--- config.mk ---
export PLATFORM = sky130hd
export DESIGN_NAME = kavf_ctrl
export DESIGN_NICKNAME = d
export VERILOG_FILES = /design/src/kavf_pkg.sv /design/src/kavf_ctrl.sv
export SDC_FILE = /design/constraint.sdc
export NUM_CORES = 1
export LEC_CHECK = 0
export ABC_CLOCK_PERIOD_IN_PS = 5500
export BUFFER_PORTS_ARGS = -buffer_cell sky130_fd_sc_hd__buf_2
export CORE_UTILIZATION = 50
export CTS_CLUSTER_SIZE = 25
export DETAILED_ROUTE_END_ITERATION = 8
export GPL_TIMING_DRIVEN = 0
export PLACE_DENSITY_LB_ADDON = 0.05
export RECOVER_POWER = 50
export SETUP_SLACK_MARGIN = 0.05
export SYNTH_ARGS = -nofsm -noshare
export SYNTH_HDL_FRONTEND = slang
export SYNTH_SLANG_ARGS = --single-unit
--- constraint.sdc ---
create_clock -name clk -period 5.5 [get_ports clk]
set_clock_uncertainty 0.15 [all_clocks]
set_input_delay 1.1 -clock clk [delete_from_list [all_inputs] [get_ports clk]]
set_output_delay 1.1 -clock clk [all_outputs]
set_load 0.01 [all_outputs]
--- src/kavf_pkg.sv ---
// kavf_pkg: shared types and constants for the altitude/velocity kalman filter
// no dependencies
`default_nettype none
package kavf_pkg;

    localparam int unsigned DataW = 32;
    localparam int unsigned DtW   = 16;
    localparam int unsigned VarW  = 31;
    localparam int unsigned SigW  = 24;
    localparam int unsigned AddrW = 3;

    localparam logic [AddrW-1:0] RegAltSigma = 3'd0;
    localparam logic [AddrW-1:0] RegStartAlt = 3'd4;

    localparam logic signed [31:0] CovStart = 32'sd655360;
    localparam logic [23:0]        SigmaReset = 24'd65536;

    // datapath micro operations
    typedef enum logic [3:0] {
        OP_NOP   = 4'd0,
        OP_MUL   = 4'd1,   // acc <= qmul(a, b)
        OP_LOAD  = 4'd2,   // reg[dst] <= qmul(a, b)
        OP_ADD   = 4'd3,   // reg[dst] <= sat(reg[a] + reg[b] + acc)
        OP_SUB   = 4'd4,   // reg[dst] <= sat(reg[a] - reg[b] - acc)
        OP_DIVS  = 4'd5,   // start divider: num reg[a], den l
        OP_DIVW  = 4'd6,   // wait divider, write reg[dst]
        OP_SETUP = 4'd7,   // no datapath action; dt derived terms are computed on input load
        OP_QTERM = 4'd8,   // compute q terms from scratch
        OP_LSET  = 4'd9,   // l = p00 + r, clamped
        OP_OUT   = 4'd10,  // load output register
        OP_ACC   = 4'd11   // acc <= acc + reg[a] + reg[b], kept exact
    } op_t;

    typedef struct packed {
        op_t        op;
        logic [4:0] a;
        logic [4:0] b;
        logic [4:0] dst;
        logic       acc_clr;
    } cmd_t;

    typedef struct packed {
        logic div_busy;
    } stat_t;

    function automatic logic signed [31:0] sat32(input logic signed [65:0] v);
        logic signed [31:0] r;
        if (v > 66'sd2147483647) r = 32'sh7fffffff;
        else if (v < -66'sd2147483648) r = 32'sh80000000;
        else r = v[31:0];
        return r;
    endfunction

endpackage
`default_nettype wire

--- src/kavf_ctrl.sv ---
// kavf_ctrl: sequencer stepping through the predict and update program
// depends on kavf_pkg
`default_nettype none
module kavf_ctrl (
    input  wire logic           clk,
    input  wire logic           rst_n,
    input  wire logic           in_valid,
    output logic                in_ready,
    output logic                load_in,
    output logic                out_valid,
    input  wire logic           out_ready,
    output kavf_pkg::cmd_t      cmd,
    input  wire kavf_pkg::stat_t stat
);
    import kavf_pkg::*;

    typedef enum logic [3:0] {
        ST_IDLE = 4'b0001,
        ST_RUN  = 4'b0010,
        ST_WAIT = 4'b0100,
        ST_OUT  = 4'b1000
    } state_t;

    state_t     state_reg, state_next;
    logic [5:0] pc_reg, pc_next;
    logic       ov_reg, ov_next;
    logic       last;

    // scratch: 5 acc 6 meas 7 dt 8 dt2 9 dt2h 10..15 temps
    always_comb
    begin
        cmd = '{op: OP_NOP, a: 5'd0, b: 5'd0, dst: 5'd0, acc_clr: 1'b0};
        last = 1'b0;
        if (state_reg == ST_RUN || state_reg == ST_WAIT)
        begin
            case (pc_reg)
                6'd0:  cmd = '{OP_LOAD, 5'd8, 5'd7, 5'd10, 1'b0};   // dt3
                6'd1:  cmd = '{OP_LOAD, 5'd8, 5'd8, 5'd11, 1'b0};   // dt4
                6'd2:  cmd = '{OP_QTERM, 5'd11, 5'd2, 5'd11, 1'b0}; // q00
                6'd3:  cmd = '{OP_QTERM, 5'd10, 5'd1, 5'd10, 1'b0}; // q01
                6'd4:  cmd = '{OP_QTERM, 5'd8, 5'd0, 5'd12, 1'b0};  // q11
                6'd5:  cmd = '{OP_LOAD, 5'd7, 5'd1, 5'd13, 1'b0};   // dt*v
                6'd6:  cmd = '{OP_MUL, 5'd9, 5'd5, 5'd0, 1'b0};     // dt2h*a
                6'd7:  cmd = '{OP_ADD, 5'd0, 5'd13, 5'd0, 1'b1};
                6'd8:  cmd = '{OP_MUL, 5'd7, 5'd5, 5'd0, 1'b0};
                6'd9:  cmd = '{OP_ADD, 5'd1, 5'd15, 5'd1, 1'b1};   // r15 is zero
                6'd10: cmd = '{OP_LOAD, 5'd7, 5'd3, 5'd13, 1'b0};  // t
                6'd11: cmd = '{OP_LOAD, 5'd8, 5'd4, 5'd14, 1'b0};  // dt2*p11
                6'd12: cmd = '{OP_ACC, 5'd13, 5'd13, 5'd0, 1'b0};  // acc = 2t
                6'd13: cmd = '{OP_ACC, 5'd14, 5'd15, 5'd0, 1'b0};  // acc += dt2*p11
                6'd14: cmd = '{OP_ADD, 5'd2, 5'd11, 5'd2, 1'b1};   // p00 new
                6'd15: cmd = '{OP_NOP, 5'd0, 5'd0, 5'd0, 1'b0};
                6'd16: cmd = '{OP_NOP, 5'd0, 5'd0, 5'd0, 1'b0};
                6'd17: cmd = '{OP_MUL, 5'd7, 5'd4, 5'd0, 1'b0};
                6'd18: cmd = '{OP_ADD, 5'd3, 5'd10, 5'd3, 1'b1};   // p01 new
                6'd19: cmd = '{OP_ADD, 5'd4, 5'd12, 5'd4, 1'b1};   // p11 new
                6'd20: cmd = '{OP_LSET, 5'd0, 5'd0, 5'd0, 1'b0};
                6'd21: cmd = '{OP_DIVS, 5'd2, 5'd0, 5'd0, 1'b0};
                6'd22: cmd = '{OP_DIVW, 5'd0, 5'd0, 5'd10, 1'b0};  // k0
                6'd23: cmd = '{OP_DIVS, 5'd3, 5'd0, 5'd0, 1'b0};
                6'd24: cmd = '{OP_DIVW, 5'd0, 5'd0, 5'd11, 1'b0};  // k1
                6'd25: cmd = '{OP_NOP, 5'd0, 5'd0, 5'd0, 1'b0};
                6'd26: cmd = '{OP_NOP, 5'd0, 5'd0, 5'd0, 1'b0};
                6'd27: cmd = '{OP_SUB, 5'd6, 5'd0, 5'd12, 1'b0};   // y: acc is 0
                6'd28: cmd = '{OP_MUL, 5'd10, 5'd12, 5'd0, 1'b0};
                6'd29: cmd = '{OP_ADD, 5'd0, 5'd15, 5'd0, 1'b1};
                6'd30: cmd = '{OP_MUL, 5'd11, 5'd12, 5'd0, 1'b0};
                6'd31: cmd = '{OP_ADD, 5'd1, 5'd15, 5'd1, 1'b1};
                6'd32: cmd = '{OP_MUL, 5'd11, 5'd3, 5'd0, 1'b0};
                6'd33: cmd = '{OP_SUB, 5'd4, 5'd15, 5'd4, 1'b0};
                6'd34: cmd = '{OP_MUL, 5'd10, 5'd3, 5'd0, 1'b0};
                6'd35: cmd = '{OP_SUB, 5'd3, 5'd15, 5'd3, 1'b0};
                6'd36: cmd = '{OP_MUL, 5'd10, 5'd2, 5'd0, 1'b0};
                6'd37: cmd = '{OP_SUB, 5'd2, 5'd15, 5'd2, 1'b0};
                6'd38:
                begin
                    // hold here while the previous result still waits
                    if (!ov_reg || out_ready)
                    begin
                        cmd = '{OP_OUT, 5'd0, 5'd0, 5'd0, 1'b0};
                        last = 1'b1;
                    end
                end
                default: cmd = '{OP_NOP, 5'd0, 5'd0, 5'd0, 1'b0};
            endcase
        end
    end

    assign in_ready = (state_reg == ST_IDLE);
    assign load_in = in_valid && in_ready;
    assign out_valid = ov_reg;

    always_comb
    begin
        state_next = state_reg;
        pc_next = pc_reg;
        ov_next = ov_reg;
        if (ov_reg && out_ready) ov_next = 1'b0;
        case (state_reg)
            ST_IDLE:
                if (load_in)
                begin
                    state_next = ST_RUN;
                    pc_next = '0;
                end
            ST_RUN:
            begin
                if (cmd.op == OP_DIVS) state_next = ST_WAIT;
                if (last)
                begin
                    state_next = ST_OUT;
                end
                pc_next = pc_reg + 6'd1;
                if (pc_reg == 6'd38) pc_next = pc_reg;
            end
            ST_WAIT:
                if (!stat.div_busy)
                begin
                    state_next = ST_RUN;
                    pc_next = pc_reg + 6'd1;
                end
            ST_OUT:
                if (!ov_reg || out_ready)
                begin
                    ov_next = 1'b1;
                    state_next = ST_IDLE;
                end
            default: state_next = ST_IDLE;
        endcase
    end

    always_ff @(posedge clk or negedge rst_n)
    begin
        if (!rst_n)
        begin
            state_reg <= ST_IDLE;
            pc_reg <= '0;
            ov_reg <= 1'b0;
        end
        else
        begin
            state_reg <= state_next;
            pc_reg <= pc_next;
            ov_reg <= ov_next;
        end
    end
endmodule
`default_nettype wire

# Word-level counts from Yosys, hierarchy flattened
# Cells that the tools add are included.
[op_classes]
addsub = 1
n_eq_ne = 44
muxes = 19
n_reduce_logical = 10
[op_table]
columns = ["operator", "count"]
rows = [
  ["$pmux W20 S34", 1],
  ["$eq A6 B5 Y1 const B", 13],
  ["$eq A6 B4 Y1 const B", 7],
  ["$eq A6 B6 Y1 const B", 7],
  ["$mux W20", 2],
  ["$eq A6 B3 Y1 const B", 4],
  ["$mux W4", 5],
  ["$mux W6", 3],
  ["$pmux W6 S3", 1],
  ["$pmux W4 S4", 1],
  ["$eq A6 B2 Y1 const B", 2],
  ["$eq A4 B3 Y1 const B", 2],
  ["$reduce_and A4 Y1", 2],
  ["$add A6 B1 Y6 const B", 1],
  ["$eq A6 B1 Y1 const B", 1],
  ["$logic_not A6 Y1", 1],
  ["$mux W1", 6],
  ["$ne A2 B2 Y1 const B", 3],
  ["$eq A4 B1 Y1 const B", 1],
  ["$eq A4 B2 Y1 const B", 1],
  ["$eq A4 B4 Y1 const B", 1],
  ["$ne A3 B2 Y1 const B", 1],
  ["$reduce_bool A3 Y1", 1],
  ["$logic_and A1 B1 Y1", 2],
  ["4 further kinds", 5],
]
[word_totals]
ff_bits = 11
input_bits = 5
output_inout_bits = 23
wordCells = 77

# Longest topological paths before layout
[logic_depth]
depth_word = 9
mapped_depth = 10
depth_no_buf = 8

# Worst setup path after synthesis
# No wires, ideal clock.
[synth_timing]
path_kind = "flip-flop to output port"
startpoint = "register pc_reg[0]"
endpoint = "output port cmd[0] in the netlist's numbering"
arrival_time_ns = 2.086
required_time_ns = 4.250
slack_ns = 2.164
path_stages_with_launch = 10
path_cell_list = "dfrtp_1 -> inv_1 -> ha_1 -> buf_2 -> o31a_1 -> o21ai_1 -> nand2_1 -> o41ai_4 -> buf_6 -> nor2_1"
[synth_lines]
columns = ["item", "line_no", "rtl"]
rows = [
  ["start: declaration", "kavf_ctrl.sv:25", "logic [5:0] pc_reg, pc_next;"],
  ["start signal: assignment", "kavf_ctrl.sv:143", "pc_reg <= pc_next;"],
  ["end: declaration", "kavf_ctrl.sv:12", "output kavf_pkg::cmd_t cmd,"],
]

==> summary.txt <==
Run status
  • Status: completed

Finish
  • FILL cells: about 350
  • Final Cell Area: 2040 um2
  • Non-filler cells, final: 341
  • Layout cells sized above 1: 18.0%
  • Diode count: 0
  • Max reg flops: 6
  • Final Util: 59.6%
  • Final nets: 306
  • Syn-to-layout area delta: 10.9%

Clock network
  • Bufs on Longest Clock Path: 2
  • Worst-Skew Late Latency: 0.26 ns
  • Post-CTS sizing: 0
  • Hold_buf cts: 0
  • Reg clk slew, reported paths: 0.06 ns
  • CTS tree: yes
  • CTS Buf Count: 3
  • Postcts setup bufs: 0
  • H-tree depth: 1
  • Clock Sink Count: 11
  • Root buffer cell: clkbuf_4

Place
  • HPWL after detailed placement: 4460 um
  • Place WS: about 1.6 ns
  • Input/output buffers: 24
  • Area after DPL: 2020 um2
  • Placed Instances: 337
  • Routability-driven placement congestion ratio: 0.997

Floorplanning
  • Top-level port count: 28
  • Die area: roughly 3900 um2
  • Initial Util: a little over half
  • Die X: 62.6 um
  • Core ar.: 3420 um2
  • Height of the die: 62.6 um
  • # rows: 21

GRT
  • GRT overflow: 0
  • First-pass GRT wire length: roughly 9600 um
  • Vias in the first global route: 1968
  • All-layer global routing usage: 31.1%
  • Largest net degree at the start of global routing: 12
  • Initial antenna violation count: 0

Worst setup path
  • CP max-delay cell: dfrtp_1
  • Required time of the worst setup path: approximately 4.3 ns
  • Worst Path Max Fanout: 10
  • Crit path cell chain: inv_1 -> ha_1 -> clkbuf_1 -> o21ai_0 -> a21o_1 -> o2111ai_1 -> o41ai_4 -> buf_6 -> a31oi_1 -> buf_2
  • CP endpoint kind: primary output
  • Worst reg2reg endpoint: state_reg[1]
  • FF-to-FF path depth: 9
  • RR Startpoint: pc_reg[0]
  • Max incr delay on CP: 0.46 ns
  • R2r setup slk: 2.65 ns
  • Arrival time worst endpoint: between 3 and 4 ns
  • Critical path startpoint: pc_reg[1]
  • Setup CP Type: reg2out
  • Setup crit start kind: flip-flop

Synth
  • Synth async-reset ratio: 100%
  • Ranking of synthesized cells by area: dfrtp_1 14%, a21oi_1 6.8%, nor2_1 5.5%
  • Main flop type after synthesis: dfrtp_1
  • Post-Synthesis Cells: approximately 270
  • Post-Synthesis Cell Area: 1840 um2
  • Count leader, synth: nor2_1
  • Yosys top cell area share: 13.6%
  • FF+latch count, synth: 11
  • Top cell type by total area after synthesis: dfrtp_1
  • Post-synth EDFFs: 0
  • Synth Warn #: 0
  • Synth unique cells: 62
  • Mapped Avg Cell Area: approximately 7 um2
  • Post-synthesis sequential area ratio: approximately 15%
  • Commonest cells in the netlist: 27 x nor2_1, 25 x a21oi_1, 24 x nand2_1

Detailed routing
  • Via density: between 6 and 7
  • DR pass1 iterations: 5
  • Wire per inst: 17.3 um
  • Drt drc: 0
  • Post-route ant nets: 0
  • Routed vias: 2211
  • Starting DRT DRC Count: 231
  • Final WL: around 6000 um

Timing
  • Final period utilization: 78.1%
  • Final hold viol count: 0
  • Max-slew violation count: 0
  • RSZ-0062 raised after global routing: false
  • Final setup violating endpoints: 0
  • Max Freq: 233 MHz
  • Tmin final: 4.29 ns
  • Hold_ws: 0.446 ns
  • Slew @ Worst Pin: 0.707 ns
  • Setup TNS: 0 ns
  • Fin worst setup slack: 1.21 ns
  • Rel. slew slack: 51.7%

Power
  • Worst vdd ir: between 0.2 and 0.25 mV
  • Leakage: 0.873 nW
  • Total power: 0.524 mW
  • Comb pwr share: 69.9%
  • Seq pwr share: about a fifth
  • Internal power: 0.259 mW
  • P_sw: 0.264 mW
  • Switching part of the total: 50.5%
  • Clock power share: 9.7%
  • PD cells: between 200 and 300 nW/um2

Run
  • Max Cap Viol: 0

Hold path
  • Min-delay worst type: reg2reg
  • Hold Startpoint: out_valid
  • Worst Hold Path Cells: 2
  • Hold Crit Endpoint: out_valid
[power by group through the flow]
| stage | registers (mW) | clock network [mW] | logic, mW |
|---|---|---|---|
| final | 0.107 | 0.0510 | 0.366 |
| after global routing | 0.109 | 0.0588 | 0.399 |
| after CTS | 0.106 | 0.0538 | 0.365 |
| after detailed placement | 0.108 | 0 | 0.363 |
| after global placement | 0.108 | 0 | 0.366 |
| after floorplan | 0.105 | 0 | 0.268 |
[final cells by class]
class	instances	area (um2)	share of cell area [%]
multi-input cells	222	1360	66.7
flip-flops and latches	11	277	13.6
plain buffers	27	174	8.54
repair buffers	24	118	5.77
well taps	46	57.6	2.83
clock buffers	4	26.3	1.29
inverters	7	26.3	1.29
[critical path: cells and delay by family, from the launching register on]
family / cells / cell delay [ns]
AO/OA/AOI/OAI: 5 / 1.32
adder cells (fa/ha/maj): 1 / 0.27
buffers and inverters: 4 / 0.73
flip-flops: 1 / 0.46
[logic make-up (layout without fill, tap and decap cells)]
kind of cell / after synthesis / after routing / share of synthesized area (%)
AO/OA/AOI/OAI: 92 / 92 / 33.7
XOR/XNOR: 3 / 3 / 1.43
adder cells (fa/ha/maj): 5 / 5 / 3.41
buffers and inverters: 34 / 62 / 10.9
flip-flops: 11 / 11 / 15.1
multiplexers: 1 / 1 / 0.545
other: 1 / 3 / 0.204
AND/OR/NAND/NOR: 118 / 118 / 34.8
[layout by cell type, fill, tap and decap left out, types with 2 or more instances in the layout]
master / n
inv_1: 7
a21o_1: 7
o21a_1: 2
o31a_1: 2
and3_1: 2
nor2_1: 27
clkbuf_4: 3
nand2b_1: 9
nand3b_1: 8
and4b_1: 2
o21ai_0: 14
o21ai_1: 3
a31oi_1: 10
or2_2: 3
conb_1: 3
o22ai_1: 2
buf_4: 6
nor2b_1: 7
nor3_1: 12
a211oi_1: 4
clkbuf_1: 8
nand3_1: 4
nor3b_1: 5
o2111ai_1: 2
or3_1: 3
o211ai_1: 5
ha_1: 5
xor2_1: 2
a2bb2oi_1: 2
dfrtp_1: 10
a21oi_1: 26
nand2_1: 24
buf_2: 32
or4_1: 2
a2111oi_0: 2
buf_6: 5
[routing by layer]
layer	routed length (um)	global-route usage, %	vias up
li1	-	-	1030
met2	2680	51.1	152
met1	2440	40.7	1000
met3	499	3.10	29
met4	276	14.5	0
met5	0	0	-
[worst max path at each step]
stage,end,depth (start not counted)
6_report,cmd[13],10
3_5_place_dp,cmd[6],10
3_3_place_gp,cmd[8],9
2_1_floorplan,cmd[0],9
4_1_cts,cmd[6],10
5_1_grt,cmd[8],9
(Power assumes the default switching activity.)
